==> src/design/gpr_pkg.sv <==
package gpr_pkg;

    // Register map of the port.
    typedef enum logic [3:0] {
        REG_MODE     = 4'd0,
        REG_OTYPE    = 4'd1,
        REG_SPEED    = 4'd2,
        REG_PULL     = 4'd3,
        REG_INDATA   = 4'd4,
        REG_OUTDATA  = 4'd5,
        REG_SETRESET = 4'd6,
        REG_LOCK     = 4'd7,
        REG_AFLOW    = 4'd8,
        REG_AFHIGH   = 4'd9,
        REG_RESET    = 4'd10
    } reg_idx_t;

    // Handshake state of the controller: result register empty or full.
    typedef enum logic {
        ST_EMPTY = 1'b0,
        ST_FULL  = 1'b1
    } ctrl_state_t;

    // Progress through the lock key sequence.
    typedef enum logic [1:0] {
        LK_IDLE    = 2'd0,
        LK_GOT_SET = 2'd1,
        LK_GOT_CLR = 2'd2
    } lock_step_t;

    // Command from the controller to the datapath.
    typedef struct packed {
        logic     load;
        logic     write;
        reg_idx_t sel;
    } gpr_cmd_t;

    localparam int KEY_BIT  = 16;

    localparam logic [1:0] MODE_OUTPUT    = 2'b01;
    localparam logic [1:0] MODE_ALTERNATE = 2'b10;
    localparam logic [1:0] PULL_UP        = 2'b01;
    localparam logic [1:0] PULL_DOWN      = 2'b10;

    // One bit per pin widened to two bits per pin.
    function automatic logic [31:0] spread2(input logic [15:0] m);
        logic [31:0] r;
        r = '0;
        for (int i = 0; i < 16; i++)
        begin
            r[2*i +: 2] = {2{m[i]}};
        end
        return r;
    endfunction

    // Eight pins widened to four bits per pin.
    function automatic logic [31:0] spread4(input logic [7:0] m);
        logic [31:0] r;
        r = '0;
        for (int i = 0; i < 8; i++)
        begin
            r[4*i +: 4] = {4{m[i]}};
        end
        return r;
    endfunction

    function automatic logic [31:0] merge(input logic [31:0] old_val,
                                          input logic [31:0] data,
                                          input logic [31:0] mask);
        return (old_val & ~mask) | (data & mask);
    endfunction

    // Per pin, 1 where the two-bit field equals code.
    function automatic logic [15:0] match2(input logic [31:0] f, input logic [1:0] code);
        logic [15:0] r;
        r = '0;
        for (int i = 0; i < 16; i++)
        begin
            r[i] = (f[2*i +: 2] == code);
        end
        return r;
    endfunction

endpackage

==> src/design/gpr_req_if.sv <==
interface gpr_req_if;
    logic        valid;
    logic        ready;
    logic        action;
    logic [3:0]  reg_index;
    logic [31:0] write_data;
    logic [15:0] pad_levels;

    modport source (output valid, action, reg_index, write_data, pad_levels, input ready);
    modport sink   (input valid, action, reg_index, write_data, pad_levels, output ready);
endinterface

==> src/design/gpr_rsp_if.sv <==
interface gpr_rsp_if;
    logic        valid;
    logic        ready;
    logic [31:0] read_data;
    logic [15:0] pad_out_level;
    logic [15:0] pad_drive_enable;
    logic [15:0] pull_up_enable;
    logic [15:0] pull_down_enable;
    logic [15:0] open_drain_enable;
    logic        lock_active;

    modport source (output valid, read_data, pad_out_level, pad_drive_enable,
                    pull_up_enable, pull_down_enable, open_drain_enable, lock_active,
                    input ready);
    modport sink   (input valid, read_data, pad_out_level, pad_drive_enable,
                    pull_up_enable, pull_down_enable, open_drain_enable, lock_active,
                    output ready);
endinterface

==> src/design/gpr_ctrl.sv <==
module gpr_ctrl (
    input  logic             clk,
    input  logic             rst_n,
    input  logic             in_valid,
    output logic             in_ready,
    input  logic             action,
    input  logic [3:0]       reg_index,
    output logic             out_valid,
    input  logic             out_ready,
    output gpr_pkg::gpr_cmd_t cmd
);
    import gpr_pkg::*;

    ctrl_state_t state_reg;
    ctrl_state_t state_next;
    logic        accept;

    always_ff @(posedge clk or negedge rst_n)
    begin
        if (!rst_n)
        begin
            state_reg <= ST_EMPTY;
        end
        else
        begin
            state_reg <= state_next;
        end
    end

    // A new word may enter when the result register is empty or is being drained.
    always_comb
    begin
        in_ready  = (state_reg == ST_EMPTY) || out_ready;
        out_valid = (state_reg == ST_FULL);
        accept    = in_valid && in_ready;
        cmd.load  = accept;
        cmd.write = action;
        cmd.sel   = reg_idx_t'(reg_index);
        case (state_reg)
            ST_EMPTY: state_next = accept ? ST_FULL : ST_EMPTY;
            ST_FULL:  state_next = (out_ready && !accept) ? ST_EMPTY : ST_FULL;
            default:  state_next = ST_EMPTY;
        endcase
    end

endmodule

==> src/design/gpr_datapath.sv <==
module gpr_datapath #(
    parameter int PIN_COUNT = 16
) (
    input  logic              clk,
    input  logic              rst_n,
    input  gpr_pkg::gpr_cmd_t cmd,
    input  logic [31:0]       write_data,
    input  logic [15:0]       pad_levels,
    output logic [31:0]       read_data,
    output logic [15:0]       pad_out_level,
    output logic [15:0]       pad_drive_enable,
    output logic [15:0]       pull_up_enable,
    output logic [15:0]       pull_down_enable,
    output logic [15:0]       open_drain_enable,
    output logic              lock_active
);
    import gpr_pkg::*;

    localparam logic [15:0] PIN_MASK = 16'((33'd1 << PIN_COUNT) - 33'd1);

    logic [31:0] mode_reg, mode_next;
    logic [15:0] otype_reg, otype_next;
    logic [31:0] speed_reg, speed_next;
    logic [31:0] pull_reg, pull_next;
    logic [15:0] level_reg, level_next;
    logic [31:0] afl_reg, afl_next;
    logic [31:0] afh_reg, afh_next;
    logic [15:0] locked_reg, locked_next;
    logic        engaged_reg, engaged_next;
    lock_step_t  step_reg, step_next;
    logic [15:0] pend_reg, pend_next;
    logic [31:0] rd_reg, rd_next;

    logic [15:0] free_mask;
    logic        key;
    logic [15:0] key_mask;

    always_ff @(posedge clk or negedge rst_n)
    begin
        if (!rst_n)
        begin
            mode_reg    <= '0;
            otype_reg   <= '0;
            speed_reg   <= '0;
            pull_reg    <= '0;
            level_reg   <= '0;
            afl_reg     <= '0;
            afh_reg     <= '0;
            locked_reg  <= '0;
            engaged_reg <= 1'b0;
            step_reg    <= LK_IDLE;
            pend_reg    <= '0;
            rd_reg      <= '0;
        end
        else
        begin
            mode_reg    <= mode_next;
            otype_reg   <= otype_next;
            speed_reg   <= speed_next;
            pull_reg    <= pull_next;
            level_reg   <= level_next;
            afl_reg     <= afl_next;
            afh_reg     <= afh_next;
            locked_reg  <= locked_next;
            engaged_reg <= engaged_next;
            step_reg    <= step_next;
            pend_reg    <= pend_next;
            rd_reg      <= rd_next;
        end
    end

    always_comb
    begin
        free_mask    = PIN_MASK & ~locked_reg;
        key          = write_data[KEY_BIT];
        key_mask     = write_data[15:0];
        mode_next    = mode_reg;
        otype_next   = otype_reg;
        speed_next   = speed_reg;
        pull_next    = pull_reg;
        level_next   = level_reg;
        afl_next     = afl_reg;
        afh_next     = afh_reg;
        locked_next  = locked_reg;
        engaged_next = engaged_reg;
        step_next    = step_reg;
        pend_next    = pend_reg;
        rd_next      = rd_reg;
        if (cmd.load)
        begin
            rd_next = '0;
            if (cmd.write)
            begin
                case (cmd.sel)
                    REG_MODE:    mode_next  = merge(mode_reg, write_data, spread2(free_mask));
                    REG_OTYPE:   otype_next = (otype_reg & ~free_mask)
                                              | (write_data[15:0] & free_mask);
                    REG_SPEED:   speed_next = merge(speed_reg, write_data, spread2(free_mask));
                    REG_PULL:    pull_next  = merge(pull_reg, write_data, spread2(free_mask));
                    REG_OUTDATA: level_next = write_data[15:0] & PIN_MASK;
                    REG_SETRESET:
                    begin
                        // Set wins over reset for the same pin.
                        level_next = (level_reg & ~(write_data[31:16] & PIN_MASK))
                                     | (write_data[15:0] & PIN_MASK);
                    end
                    REG_LOCK:
                    begin
                        if (!engaged_reg)
                        begin
                            if (step_reg == LK_GOT_SET && !key && key_mask == pend_reg)
                            begin
                                step_next = LK_GOT_CLR;
                            end
                            else if (step_reg == LK_GOT_CLR && key && key_mask == pend_reg)
                            begin
                                engaged_next = 1'b1;
                                locked_next  = key_mask & PIN_MASK;
                                step_next    = LK_IDLE;
                            end
                            else if (key)
                            begin
                                step_next = LK_GOT_SET;
                                pend_next = key_mask;
                            end
                            else
                            begin
                                step_next = LK_IDLE;
                                pend_next = '0;
                            end
                        end
                    end
                    REG_AFLOW:   afl_next   = merge(afl_reg, write_data, spread4(free_mask[7:0]));
                    REG_AFHIGH:  afh_next   = merge(afh_reg, write_data, spread4(free_mask[15:8]));
                    REG_RESET:   level_next = level_reg & ~(write_data[15:0] & PIN_MASK);
                    default:     ;
                endcase
            end
            else
            begin
                case (cmd.sel)
                    REG_MODE:    rd_next = mode_reg;
                    REG_OTYPE:   rd_next = {16'd0, otype_reg};
                    REG_SPEED:   rd_next = speed_reg;
                    REG_PULL:    rd_next = pull_reg;
                    REG_INDATA:  rd_next = {16'd0, pad_levels & PIN_MASK};
                    REG_OUTDATA: rd_next = {16'd0, level_reg};
                    REG_LOCK:    rd_next = {15'd0, engaged_reg, locked_reg};
                    REG_AFLOW:   rd_next = afl_reg;
                    REG_AFHIGH:  rd_next = afh_reg;
                    default:     rd_next = '0;
                endcase
            end
        end
    end

    // Pad controls follow the stored fields of the last accepted word.
    assign read_data         = rd_reg;
    assign pad_out_level     = level_reg;
    assign pad_drive_enable  = (match2(mode_reg, MODE_OUTPUT) | match2(mode_reg, MODE_ALTERNATE))
                               & PIN_MASK;
    assign pull_up_enable    = match2(pull_reg, PULL_UP) & PIN_MASK;
    assign pull_down_enable  = match2(pull_reg, PULL_DOWN) & PIN_MASK;
    assign open_drain_enable = otype_reg & PIN_MASK;
    assign lock_active       = engaged_reg;

endmodule

==> src/design/gpio_port_register_block_unit.sv <==
// Channel | Role   | Word carried
// --------+--------+---------------------------------------------------------------
// req     | sink   | action, reg_index, write_data, pad_levels (one bus access)
// rsp     | source | read_data and the pad controls after that access
//
// Each accepted word updates the port registers and loads the result register
// at the same clock edge, and the result is offered on rsp from the next cycle.
// A new word is taken in every cycle while rsp drains. When rsp stalls, the
// single result register holds and req.ready falls. Reset is asynchronous and
// clears every port register and the lock.
module gpio_port_register_block_unit #(
    parameter int PIN_COUNT = 16
) (
    input logic   clk,
    input logic   rst_n,
    gpr_req_if.sink   req,
    gpr_rsp_if.source rsp
);
    import gpr_pkg::*;

    gpr_cmd_t cmd;

    // The controller only tracks whether the result register is occupied and
    // decodes the access into a command for the datapath.
    gpr_ctrl u_ctrl (
        .clk       (clk),
        .rst_n     (rst_n),
        .in_valid  (req.valid),
        .in_ready  (req.ready),
        .action    (req.action),
        .reg_index (req.reg_index),
        .out_valid (rsp.valid),
        .out_ready (rsp.ready),
        .cmd       (cmd)
    );

    // The datapath holds the port registers, the lock sequencer and the
    // registered read data; pad controls are decoded from the stored fields.
    gpr_datapath #(
        .PIN_COUNT (PIN_COUNT)
    ) u_dp (
        .clk               (clk),
        .rst_n             (rst_n),
        .cmd               (cmd),
        .write_data        (req.write_data),
        .pad_levels        (req.pad_levels),
        .read_data         (rsp.read_data),
        .pad_out_level     (rsp.pad_out_level),
        .pad_drive_enable  (rsp.pad_drive_enable),
        .pull_up_enable    (rsp.pull_up_enable),
        .pull_down_enable  (rsp.pull_down_enable),
        .open_drain_enable (rsp.open_drain_enable),
        .lock_active       (rsp.lock_active)
    );

endmodule

==> src/flat_wrapper.sv <==
// flat-port wrapper written by rule: the top's interface ports become plain ports
module gpio_port_register_block_unit_flat import gpr_pkg::*;
#(
    parameter int PIN_COUNT = 16
)
  (clk, rst_n, req_valid, req_action, req_reg_index, req_write_data, req_pad_levels, req_ready, rsp_valid, rsp_read_data, rsp_pad_out_level, rsp_pad_drive_enable, rsp_pull_up_enable, rsp_pull_down_enable, rsp_open_drain_enable, rsp_lock_active, rsp_ready);
  gpr_req_if req_i ();
  gpr_rsp_if rsp_i ();
  input logic clk;
  input logic rst_n;
  input wire logic [$bits(req_i.valid)-1:0] req_valid;
  input wire logic [$bits(req_i.action)-1:0] req_action;
  input wire logic [$bits(req_i.reg_index)-1:0] req_reg_index;
  input wire logic [$bits(req_i.write_data)-1:0] req_write_data;
  input wire logic [$bits(req_i.pad_levels)-1:0] req_pad_levels;
  output wire logic [$bits(req_i.ready)-1:0] req_ready;
  output wire logic [$bits(rsp_i.valid)-1:0] rsp_valid;
  output wire logic [$bits(rsp_i.read_data)-1:0] rsp_read_data;
  output wire logic [$bits(rsp_i.pad_out_level)-1:0] rsp_pad_out_level;
  output wire logic [$bits(rsp_i.pad_drive_enable)-1:0] rsp_pad_drive_enable;
  output wire logic [$bits(rsp_i.pull_up_enable)-1:0] rsp_pull_up_enable;
  output wire logic [$bits(rsp_i.pull_down_enable)-1:0] rsp_pull_down_enable;
  output wire logic [$bits(rsp_i.open_drain_enable)-1:0] rsp_open_drain_enable;
  output wire logic [$bits(rsp_i.lock_active)-1:0] rsp_lock_active;
  input wire logic [$bits(rsp_i.ready)-1:0] rsp_ready;
  assign req_i.valid = req_valid;
  assign req_i.action = req_action;
  assign req_i.reg_index = req_reg_index;
  assign req_i.write_data = req_write_data;
  assign req_i.pad_levels = req_pad_levels;
  assign req_ready = req_i.ready;
  assign rsp_valid = rsp_i.valid;
  assign rsp_read_data = rsp_i.read_data;
  assign rsp_pad_out_level = rsp_i.pad_out_level;
  assign rsp_pad_drive_enable = rsp_i.pad_drive_enable;
  assign rsp_pull_up_enable = rsp_i.pull_up_enable;
  assign rsp_pull_down_enable = rsp_i.pull_down_enable;
  assign rsp_open_drain_enable = rsp_i.open_drain_enable;
  assign rsp_lock_active = rsp_i.lock_active;
  assign rsp_i.ready = rsp_ready;
  gpio_port_register_block_unit #(.PIN_COUNT(PIN_COUNT)) u_core (.clk(clk), .rst_n(rst_n), .req(req_i), .rsp(rsp_i));
endmodule
==> config.mk <==
export PLATFORM = sky130hd
export DESIGN_NAME = gpio_port_register_block_unit_flat
export DESIGN_NICKNAME = d
export VERILOG_FILES = /design/src/design/gpr_pkg.sv /design/src/design/gpr_req_if.sv /design/src/design/gpr_rsp_if.sv /design/src/design/gpr_ctrl.sv /design/src/design/gpr_datapath.sv /design/src/design/gpio_port_register_block_unit.sv /design/src/flat_wrapper.sv
export SDC_FILE = /design/constraint.sdc
export NUM_CORES = 1
export LEC_CHECK = 0
export BUFFER_PORTS_ARGS = -buffer_cell sky130_fd_sc_hd__buf_2
export CELL_PAD_IN_SITES_DETAIL_PLACEMENT = 0
export CELL_PAD_IN_SITES_GLOBAL_PLACEMENT = 1
export CORE_MARGIN = 8
export CORE_UTILIZATION = 50
export CTS_CLUSTER_DIAMETER = 30
export DETAILED_ROUTE_END_ITERATION = 8
export GPL_ROUTABILITY_DRIVEN = 0
export PLACE_DENSITY = 0.84
export SYNTH_ARGS = -nofsm -noshare
export SYNTH_HDL_FRONTEND = slang
export SYNTH_HIERARCHICAL = 1
export SYNTH_SLANG_ARGS = --single-unit
==> constraint.sdc <==
create_clock -name clk -period 3.56 [get_ports clk]
set_clock_uncertainty 0.05 [all_clocks]
set_input_delay 0.534 -clock clk [delete_from_list [all_inputs] [get_ports clk]]
set_output_delay 0.534 -clock clk [all_outputs]
set_load 0.005 [all_outputs]
==> reports/metrics.csv <==
metric;value;unit
I/O pin count;172;
Synth async-reset ratio;100;%
antenna violations before repair;0;
Max VDD drop;367;uV
clock power share;48.5;%
Die H;174;um
final hold vios;0;
Largest stage delay, worst path;0.59;ns
Crit Path Max Fanout;8;
IO Port Bufs;171;
clock root buffer;clkbuf_16;
vias in the first global route;10100;
RSZ-0062 raised after global routing;false;
die footprint;0.0302;mm2
switching portion of total power;26.0;%
FF-to-FF path depth;6;
met2 Usage GRT;40.3;%
worst flop-to-flop path startpoint;u_core/u_ctrl/out_valid;
f_max;0.390;GHz
Mapped Nets;1058;
R2R Setup Slk;1.0;ns
post-route DRC violation count;0;
Psw;2.53;mW
leakage power;7.61;nW
Clock transition at path regs;0.05;ns
met1 usage;34.1;%
hpwl dp;27600;um
Max clock buf depth;3;
crit path max-delay cell type;nor2_1;
DR iter-0 viols;1045;
crit end category;register;
final setup vio count;0;
first-pass GRT wire length;61500;um
number of synthesized flops with an enable pin;0;
Post-Syn Area per Cell;12.4;um2
starting density of the core;51.0;%
pin count of the biggest net entering global routing;98;
Cell variety after synth;62;
Post-CTS Resized;0;
CP required;3.93;ns
Vias per Instance;6.25;
WL per Instance;25.7;um
Synth Flop Type;dfrtp_1;
max_cap viols;0;
Worst Setup SP;u_core/u_ctrl/out_valid;
Die Width;174;um
fillcell total;1974;
Hold Startpoint;req_valid;
Slew headroom;41.1;%
grt ovf;0;
worst-path cell chain;nand2b_4 > and2_4 > and2_1 > nand2_1 > nor2_1 > mux2_2;
commonest non-fill, non-tap cell in the layout;dfrtp_1;
CTS tree;built;
Pint;7.20;mW
Core Area;0.0244;mm2
CTS H-tree depth;2;
hold-fix buffers at CTS;1;
via count;9702;
Global Route Usage Sum;25.9;%
post-CTS setup buffers;0;
Worst Hold Class;in2reg;
GRT Max-Usage Layer;met2;
Inserted Diodes;0;
met3 Use GR;7.36;%
register area share after synthesis;52.3;%
Power Total;9.73;mW
Mapped Cells;1001;
yosys synthesis warning count;6;
FF+latch count, synth;260;
Antenna Nets Post-Route;0;
final worst-path cycle share;72.0;%
Rows;57;
most frequent cells in the layout;260 x dfrtp_1, 189 x mux2_2, 170 x buf_2;
Cell Pwr Density;633;mW/mm2
Post-Synthesis Cell Area;0.0124;mm2
Logic pwr share;12.9;%
Syn-to-layout area delta;23.7;%
Arr. time, crit path;2.93;ns
share of layout cells above drive strength 1;42.3;%
drt first pass iters;7;
status;finished clean;
Reg power frac;38.6;%
total wire length;39900;um
WS Path Type;reg2reg;
utilization after layout;63.0;%
Clock Latency Late Sink;0.55;ns
Pins Over Slew Limit;0;
CP Launch Type;register;
pin slew with the least headroom to its limit;0.861;ns
sink count of the clock tree;260;
setup TNS after final layout;0;ns
Register Area;0.00651;mm2
CTS Buf Count;52;
Period minus WS final;2.56;ns
Multi-input gate area;0.00556;mm2
Layout Nets;1247;
[cell families (layout without fill, tap and decap cells)]
kind of cell              after synthesis  after routing  share of synthesized area [%]
muxes                                 221            221                           20.2
and+or+nand+nor                       200            200                           8.41
DFF                                   260            260                           52.3
AOI/OAI and AO/OA                     211            211                           13.8
buffers and inverters                  77            305                           2.97
xor gates and xnor gates               32             32                           2.25
[critical path, delay by kind of cell (launching register included)]
family,cells,cell delay (ns)
and+or+nand+nor,5,1.58
DFF,1,0.40
muxes,1,0.40
[area by class of cell]
cell class | instances | share of cell area [%]
inverters | 6 | 0.147
well taps | 324 | 2.64
repair buffers | 206 | 7.52
clock buffers | 68 | 9.51
flip-flops and latches | 260 | 42.3
multi-input cells | 664 | 36.2
clock inverters | 25 | 1.68
[power by group through the flow]
stage	clock network [mW]	logic [mW]	registers (mW)
after detailed placement	0	1.25	3.78
after global placement	0	1.23	3.77
final	4.71	1.26	3.75
after floorplan	0	0.728	3.66
after CTS	4.75	1.27	3.75
after global routing	4.91	1.36	3.80
[synthesized netlist by cell type, types with 5 or more instances]
library cell | count | share of area, %
o2bb2ai_1 | 9 | 0.63
a22oi_1 | 34 | 2.1
a221oi_1 | 9 | 0.63
nor2_1 | 85 | 2.6
buf_1 | 5 | 0.15
a222oi_1 | 18 | 1.4
nor3_1 | 11 | 0.44
a32o_1 | 8 | 0.64
a2111oi_0 | 5 | 0.35
a22o_1 | 38 | 2.7
mux2i_1 | 21 | 1.7
nor2_2 | 11 | 0.55
buf_2 | 22 | 0.89
a21oi_1 | 21 | 0.85
o21ai_0 | 6 | 0.24
o221ai_1 | 18 | 1.3
mux2_2 | 189 | 17
a21o_1 | 18 | 1.1
inv_1 | 6 | 0.18
dfrtp_1 | 260 | 52
nand2b_1 | 6 | 0.30
xor2_1 | 16 | 1.1
nor2b_1 | 41 | 2.1
clkbuf_1 | 32 | 0.97
mux2_4 | 10 | 1.2
buf_4 | 10 | 0.60
nand2_1 | 14 | 0.42
xnor2_1 | 16 | 1.1
[metrics by stage]
step / cell area [um2] / setup WS (ns) / instances / hold WS, ns
after floorplan: 12400 / 1.24 / 1001 / 0.188
after global placement: 13600 / 0.511 / 1459 / 0.409
after detailed placement: 13600 / 0.638 / 1459 / 0.414
after CTS: 15400 / 1.06 / 1553 / 0.153
after global routing: 15400 / 0.938 / 1553 / 0.159
final: 15400 / 0.996 / 1553 / 0.163
[worst min-delay path by stage]
stage | to | slack, ns | cells after the start
6_report | u_core/u_ctrl/out_valid | 0.16 | 2
5_1_grt | u_core/u_ctrl/out_valid | 0.16 | 2
4_1_cts | u_core/u_ctrl/out_valid | 0.15 | 2
3_5_place_dp | u_core/u_dp/read_data[31] | 0.41 | 1
3_3_place_gp | u_core/u_dp/read_data[17] | 0.41 | 1
2_1_floorplan | u_core/u_ctrl/out_valid | 0.19 | 0
[layer usage]
layer  vias up  share of wire, %
met2       549                46
met5         -                 0
met1      4924                41
li1       4137                 -
met4         0               3.0
met3        92                10
Power figures use the tool's default switching activity.
